===== src/utf8d_pkg.sv =====
`timescale 1ns / 1ps
// ----------------------------------------------------------------------------
// utf8d_pkg
// Shared types for the UTF-8 byte stream decoder: status codes, decoder state
// and the per-byte step result.
// ----------------------------------------------------------------------------
package utf8d_pkg;

  localparam int unsigned CP_W      = 31;
  localparam int unsigned PEND_W    = 3;
  localparam int unsigned TDATA_W   = 32;

  typedef enum logic [1:0] {
    STATUS_OK        = 2'd0,
    STATUS_INVALID   = 2'd1,
    STATUS_TRUNCATED = 2'd2
  } status_t;

  typedef struct packed {
    logic [PEND_W-1:0] pending;
    logic [CP_W-1:0]   partial;
    logic              discarding;
  } dec_state_t;

  typedef struct packed {
    logic            emit;
    logic [CP_W-1:0] code_point;
    status_t         status;
    logic            string_end;
  } step_res_t;

endpackage


===== src/utf8d_step.sv =====
`timescale 1ns / 1ps
// ----------------------------------------------------------------------------
// utf8d_step
// Combinational decode of one byte: lead classification, continuation
// accumulation, error and end-of-string handling, next decoder state.
// ----------------------------------------------------------------------------
module utf8d_step (
  input  utf8d_pkg::dec_state_t cur_state,
  input  logic [7:0]            data_byte,
  input  logic                  string_last,
  output utf8d_pkg::dec_state_t nxt_state,
  output utf8d_pkg::step_res_t  res
);
  import utf8d_pkg::*;

  logic              lead_ok;
  logic [PEND_W-1:0] lead_more;
  logic [CP_W-1:0]   lead_bits;
  logic [CP_W-1:0]   acc_value;
  logic [PEND_W-1:0] acc_pending;

  always_comb begin
    lead_ok   = 1'b1;
    lead_more = '0;
    lead_bits = '0;
    priority if ((data_byte & 8'h80) == 8'h00) begin
      lead_more = 3'd0;
      lead_bits = CP_W'(data_byte & 8'h7F);
    end else if ((data_byte & 8'hE0) == 8'hC0) begin
      lead_more = 3'd1;
      lead_bits = CP_W'(data_byte & 8'h1F);
    end else if ((data_byte & 8'hF0) == 8'hE0) begin
      lead_more = 3'd2;
      lead_bits = CP_W'(data_byte & 8'h0F);
    end else if ((data_byte & 8'hF8) == 8'hF0) begin
      lead_more = 3'd3;
      lead_bits = CP_W'(data_byte & 8'h07);
    end else if ((data_byte & 8'hFC) == 8'hF8) begin
      lead_more = 3'd4;
      lead_bits = CP_W'(data_byte & 8'h03);
    end else if ((data_byte & 8'hFE) == 8'hFC) begin
      lead_more = 3'd5;
      lead_bits = CP_W'(data_byte & 8'h01);
    end else begin
      lead_ok = 1'b0;
    end
  end

  assign acc_value   = {cur_state.partial[CP_W-7:0], data_byte[5:0]};
  assign acc_pending = cur_state.pending - 3'd1;

  always_comb begin
    nxt_state      = cur_state;
    res.emit       = 1'b0;
    res.code_point = '0;
    res.status     = STATUS_OK;
    res.string_end = string_last;
    if (cur_state.discarding) begin
      if (string_last) begin
        nxt_state = '0;
      end
    end else if (cur_state.pending == '0) begin
      if (!lead_ok) begin
        nxt_state            = '0;
        nxt_state.discarding = !string_last;
        res.emit             = 1'b1;
        res.status           = STATUS_INVALID;
      end else if (lead_more == '0) begin
        res.emit       = 1'b1;
        res.code_point = lead_bits;
      end else if (string_last) begin
        nxt_state  = '0;
        res.emit   = 1'b1;
        res.status = STATUS_TRUNCATED;
      end else begin
        nxt_state.pending = lead_more;
        nxt_state.partial = lead_bits;
      end
    end else begin
      if (acc_pending == '0) begin
        nxt_state      = '0;
        res.emit       = 1'b1;
        res.code_point = acc_value;
      end else if (string_last) begin
        nxt_state  = '0;
        res.emit   = 1'b1;
        res.status = STATUS_TRUNCATED;
      end else begin
        nxt_state.pending = acc_pending;
        nxt_state.partial = acc_value;
      end
    end
  end

endmodule


===== src/utf8_byte_stream_decoder_unit.sv =====
`timescale 1ns / 1ps
// ----------------------------------------------------------------------------
// utf8_byte_stream_decoder_unit
// Streaming decoder for 31-bit UTF-8, one byte in, at most one code point out.
// ----------------------------------------------------------------------------
// One byte is taken per clock cycle, sustained, as long as the result side
// keeps up. Each byte passes through an input register, is decoded
// combinationally against the sequence state, and any result lands in the
// output register. Lead bytes open sequences of 1 to 6 bytes; continuation
// bytes contribute their low 6 bits unchecked. A stray continuation byte or
// 0xFE/0xFF at lead gives status 1, a string ending inside a sequence gives
// status 2, and after an error bytes are dropped silently through the end of
// the string.
// ----------------------------------------------------------------------------
module utf8_byte_stream_decoder_unit (
  input  logic                           clk,
  input  logic                           rst_n,
  input  logic                           in_tvalid,
  output logic                           in_tready,
  input  logic [7:0]                     in_tdata,   // [7:0] data_byte
  input  logic                           in_tlast,   // string_last
  output logic                           out_tvalid,
  input  logic                           out_tready,
  output logic [utf8d_pkg::TDATA_W-1:0]  out_tdata,  // [30:0] code_point, [31] zero
  output logic [1:0]                     out_tuser,  // [1:0] status
  output logic                           out_tlast   // string_end
);
  import utf8d_pkg::*;

  logic       in_valid_r;
  logic [7:0] in_byte_r;
  logic       in_last_r;
  logic       advance;

  dec_state_t state_r;
  dec_state_t state_nxt;
  step_res_t  res;

  logic            out_valid_r;
  logic [CP_W-1:0] out_cp_r;
  status_t         out_status_r;
  logic            out_last_r;

  assign advance   = in_valid_r && (!out_valid_r || out_tready);
  assign in_tready = !in_valid_r || advance;

  always_ff @(posedge clk) begin
    if (!rst_n) begin
      in_valid_r <= 1'b0;
    end else if (in_tready) begin
      in_valid_r <= in_tvalid;
    end
  end

  always_ff @(posedge clk) begin
    if (in_tready && in_tvalid) begin
      in_byte_r <= in_tdata;
      in_last_r <= in_tlast;
    end
  end

  utf8d_step u_step (
    .cur_state   (state_r),
    .data_byte   (in_byte_r),
    .string_last (in_last_r),
    .nxt_state   (state_nxt),
    .res         (res)
  );

  always_ff @(posedge clk) begin
    if (!rst_n) begin
      state_r     <= '0;
      out_valid_r <= 1'b0;
    end else begin
      if (advance) begin
        state_r <= state_nxt;
      end
      if (advance) begin
        out_valid_r <= res.emit;
      end else if (out_tready) begin
        out_valid_r <= 1'b0;
      end
    end
  end

  always_ff @(posedge clk) begin
    if (advance && res.emit) begin
      out_cp_r     <= res.code_point;
      out_status_r <= res.status;
      out_last_r   <= res.string_end;
    end
  end

  assign out_tvalid = out_valid_r;
  assign out_tdata  = {1'b0, out_cp_r};
  assign out_tuser  = out_status_r;
  assign out_tlast  = out_last_r;

endmodule

===== config.mk =====
export PLATFORM = sky130hd
export DESIGN_NAME = utf8_byte_stream_decoder_unit
export DESIGN_NICKNAME = d
export VERILOG_FILES = /design/src/utf8d_pkg.sv /design/src/utf8d_step.sv /design/src/utf8_byte_stream_decoder_unit.sv
export SDC_FILE = /design/constraint.sdc
export NUM_CORES = 1
export LEC_CHECK = 0
export ABC_AREA = 0
export BUFFER_PORTS_ARGS = -buffer_cell sky130_fd_sc_hd__buf_2
export CORE_MARGIN = 4
export CORE_UTILIZATION = 40
export DETAILED_ROUTE_END_ITERATION = 8
export GPL_TIMING_DRIVEN = 0
export HOLD_SLACK_MARGIN = 0.05
export SETUP_SLACK_MARGIN = 0.1
export SLEW_MARGIN = 20
export SYNTH_ARGS = -nofsm -noshare
export SYNTH_HDL_FRONTEND = slang
export SYNTH_SLANG_ARGS = --single-unit

===== constraint.sdc =====
create_clock -name clk -period 9.2 [get_ports clk]
set_clock_uncertainty 0.15 [all_clocks]
set_input_delay 1.84 -clock clk [delete_from_list [all_inputs] [get_ports clk]]
set_output_delay 1.84 -clock clk [all_outputs]
set_load 0.02 [all_outputs]

==> run_results.csv <==
group,metric,value,unit
status,status,"complete, no violations",
synthesis,yosysTopAreaCellShare,0.427,
finish,nNetsFinal,319,
synthesis,synthTopCellsByCount,"edfxtp_1, and2_1, dfxtp_1",
routing,drtPass1Iterations,4,
timing,hold_violations,0,
clock_tree,clock-sinks,74,
global_routing,antenna_found_initial,0,
floorplan,ios,50,
flow_run,maxCapViolCount,0,
clock_tree,post_cts_buffers,0,
synthesis,synth_edf_count,43,
routing,finalWirelength,6.15,mm
synthesis,yosys_most_used_dff,"edfxtp_1",
global_routing,grt_max_degree,14,
synthesis,yosysMostFrequentCell,"edfxtp_1",
routing,viasPerCell,4.98,
min_path,hold_path_class,"flop to flop",
synthesis,netlist_area,3020,µm²
worst_setup_path,path_common_cell,"buf_2",
synthesis,synthCells,241,
finish,diodes,0,
clock_tree,clk_pin_slew,0.08,ns
worst_setup_path,critPathTopFamily,"buffers and inverters",
worst_setup_path,critPathMaxStageDelay,0.19,ns
timing,worst_pin_slew,0.811,ns
timing,setup_tns,0,ns
clock_tree,cts_hold_buf,0,
timing,fmax,230,MHz
floorplan,dieHeight,94.9,µm
routing,drc_errors,0,
global_routing,grt_overflow,0,
worst_setup_path,crit_arrival,2.37,ns
synthesis,synth-seq-area-share,0.633,
synthesis,synth_area_leaders,"edfxtp_1, dfxtp_1, and2_1, a22o_1, nor2b_1",
floorplan,dieArea,9010,µm²
placed_design,dp_hpwl,4.53,mm
routing,wl_met3,303,µm
timing,slew_viol_final,0,
floorplan,initial_utilization,0.414,
worst_setup_path,cp_slowest_cell,"buf_2",
timing,slew_headroom,0.454,
clock_tree,clk_latency,0.34,ns
placed_design,globalplace.congestion,0.902,
floorplan,rows,31,
timing,holdWs,0.321,ns
worst_setup_path,end_kind,"output pin",
clock_tree,max-clock-path-buffers,2,
timing,min_period_over_period,0.473,
routing,vias,2025,
synthesis,ys_seq_elements,74,
routing,top_layer_used,"met4",
routing,routedWlPerCell,15.1,µm
synthesis,synth_top_area_cell,"edfxtp_1",
routing,wl_met1,2.67,mm
worst_setup_path,worstPathRequired,7.21,ns
floorplan,die_w,94.9,µm
timing,setup_violations,0,
synthesis,ys_warn_count,0,
floorplan,fp.coreArea,7290,µm²
global_routing,grt_pass1_wl,9.91,mm
worst_setup_path,critical_path_class,"primary input to output pin",
placed_design,pre_cts_slack,4.85,ns
power_and_ir_drop,max-vdd-ir-drop,0.0794,mV
power_and_ir_drop,power.leakage,1.42,nW
placed_design,io_buffer_count,48,
power_and_ir_drop,power,0.691,mW
clock_tree,cts_tree,"done",
clock_tree,cts_made_buffers,9,
timing,fin_ws,4.84,ns
power_and_ir_drop,power.density,191,nW/µm²
clock_tree,clockRootBuffer,"clkbuf_8",
routing,antenna_left,0,
global_routing,grt_usage,0.146,
synthesis,syn-mean-instance-area,12.5,µm²
worst_setup_path,crit_chain,"buf_2 > nor2b_1 > nand2_1 > buf_2",
timing,rsz0062_at_grt,"no",
routing,wl_met2,2.97,mm
finish,drive_above_1_share,0.256,
clock_tree,cts_resized,0,
finish,fin_util,0.497,
routing,drt_iter0_markers,33,
clock_tree,htree_num_levels,3,
global_routing,grt_pass1_vias,1986,
finish,area_growth,20.0,%
synthesis,ys_async_sr_fraction,0,
worst_setup_path,crit_buf_inv,2,
synthesis,synth_nets,257,
worst_setup_path,cp-start-kind,"primary input",
timing,period_needed,4.36,ns
synthesis,post_synth_num_cell_types,48,
worst_setup_path,crit_path_max_fanout,2,
final timing paths:
check / start / endpoint / slack, ns / depth (start not counted)
setup reg to reg: state_r[32]$_SDFFE_PN0P_ / out_cp_r[10]$_SDFFCE_PP0P_ / 6.29 / 8
hold / removal: state_r[3]$_SDFFE_PN0P_ / state_r[3]$_SDFFE_PN0P_ / 0.32 / 2
hold reg to reg: state_r[3]$_SDFFE_PN0P_ / state_r[3]$_SDFFE_PN0P_ / 0.32 / 2
setup / recovery: out_tready / in_tready / 4.84 / 4
stage by stage:
| stage | area, µm² | std cells |
|---|---|---|
| 2_1_floorplan | 3020 | 241 |
| 3_3_place_gp | 3390 | 388 |
| 3_5_place_dp | 3410 | 391 |
| 4_1_cts | 3620 | 407 |
| 5_1_grt | 3620 | 407 |
| 6_report | 3620 | 407 |
power breakdown:
| part | internal, mW | switching [mW] | total, mW | leakage, nW |
|---|---|---|---|---|
| sequential | 0.361 | 0.00574 | 0.367 | 0.665 |
| combinational | 0.0191 | 0.0351 | 0.0542 | 0.657 |
| clock | 0.153 | 0.117 | 0.269 | 0.101 |
layer usage:
| metal | GRT usage | vias up |
|---|---|---|
| li1 | - | 1015 |
| met1 | 0.180 | 930 |
| met2 | 0.238 | 61 |
| met3 | 0.0295 | 19 |
| met4 | 0.0793 | 0 |
| met5 | 0 | - |
cell families after synthesis:
| logic type | after synthesis | synth area share |
|---|---|---|
| simple gates | 87 | 0.165 |
| compound gates | 56 | 0.154 |
| buf+inv | 20 | 0.0352 |
| fa+ha+maj | 3 | 0.0124 |
| flops | 74 | 0.633 |
| other cells | 1 | 0.00124 |
registers in the layout (all words and copies together), names as in the netlist:
| register | count |
|---|---|
| in_byte_r | 8 |
| in_last_r | 1 |
| in_valid_r | 1 |
| out_cp_r | 31 |
| out_tlast | 1 |
| out_tuser | 2 |
| out_tvalid | 1 |
| state_r | 29 |
cell usage in the layout (no fill, tap or decap), drive strengths merged, types with 2 or more instances in the layout:
| master | synthesis | final |
|---|---|---|
| clkbuf | 3 | 14 |
| a21oi | 3 | 3 |
| nand3 | 7 | 7 |
| ha | 3 | 3 |
| nor2b | 9 | 9 |
| nor2 | 7 | 7 |
| nand2b | 3 | 3 |
| bufinv | 0 | 2 |
| inv | 6 | 6 |
| edfxtp | 43 | 43 |
| o21ai | 6 | 6 |
| nand2 | 12 | 12 |
| a21boi | 3 | 3 |
| and3 | 3 | 3 |
| a211oi | 2 | 2 |
| buf | 11 | 62 |
| and2 | 31 | 31 |
| a22o | 21 | 21 |
| dfxtp | 31 | 31 |
| a41oi | 2 | 2 |
| clkinv | 0 | 2 |
| a211o | 2 | 2 |
| a32o | 3 | 3 |
| nor3 | 5 | 5 |
| nor3b | 2 | 2 |
| o31ai | 2 | 2 |
area by class of cell:
cell class,instances,area (µm²)
flip-flops and latches,74,1910
plain buffers,14,83.8
fillers,709,3670
well taps,99,124
multi-input cells,147,1010
inverters,6,22.5
clock buffers,11,131
clock inverters,5,80.1
repair buffers,51,263
worst min-delay path, delay by kind of cell (launching register included):
kind / cells / cell delay (ns)
AOI/OAI and AO/OA: 1 / 0.05
DFF: 1 / 0.33
and+or+nand+nor: 1 / 0.06
Note: power is estimated with default switching activity, not from simulation.
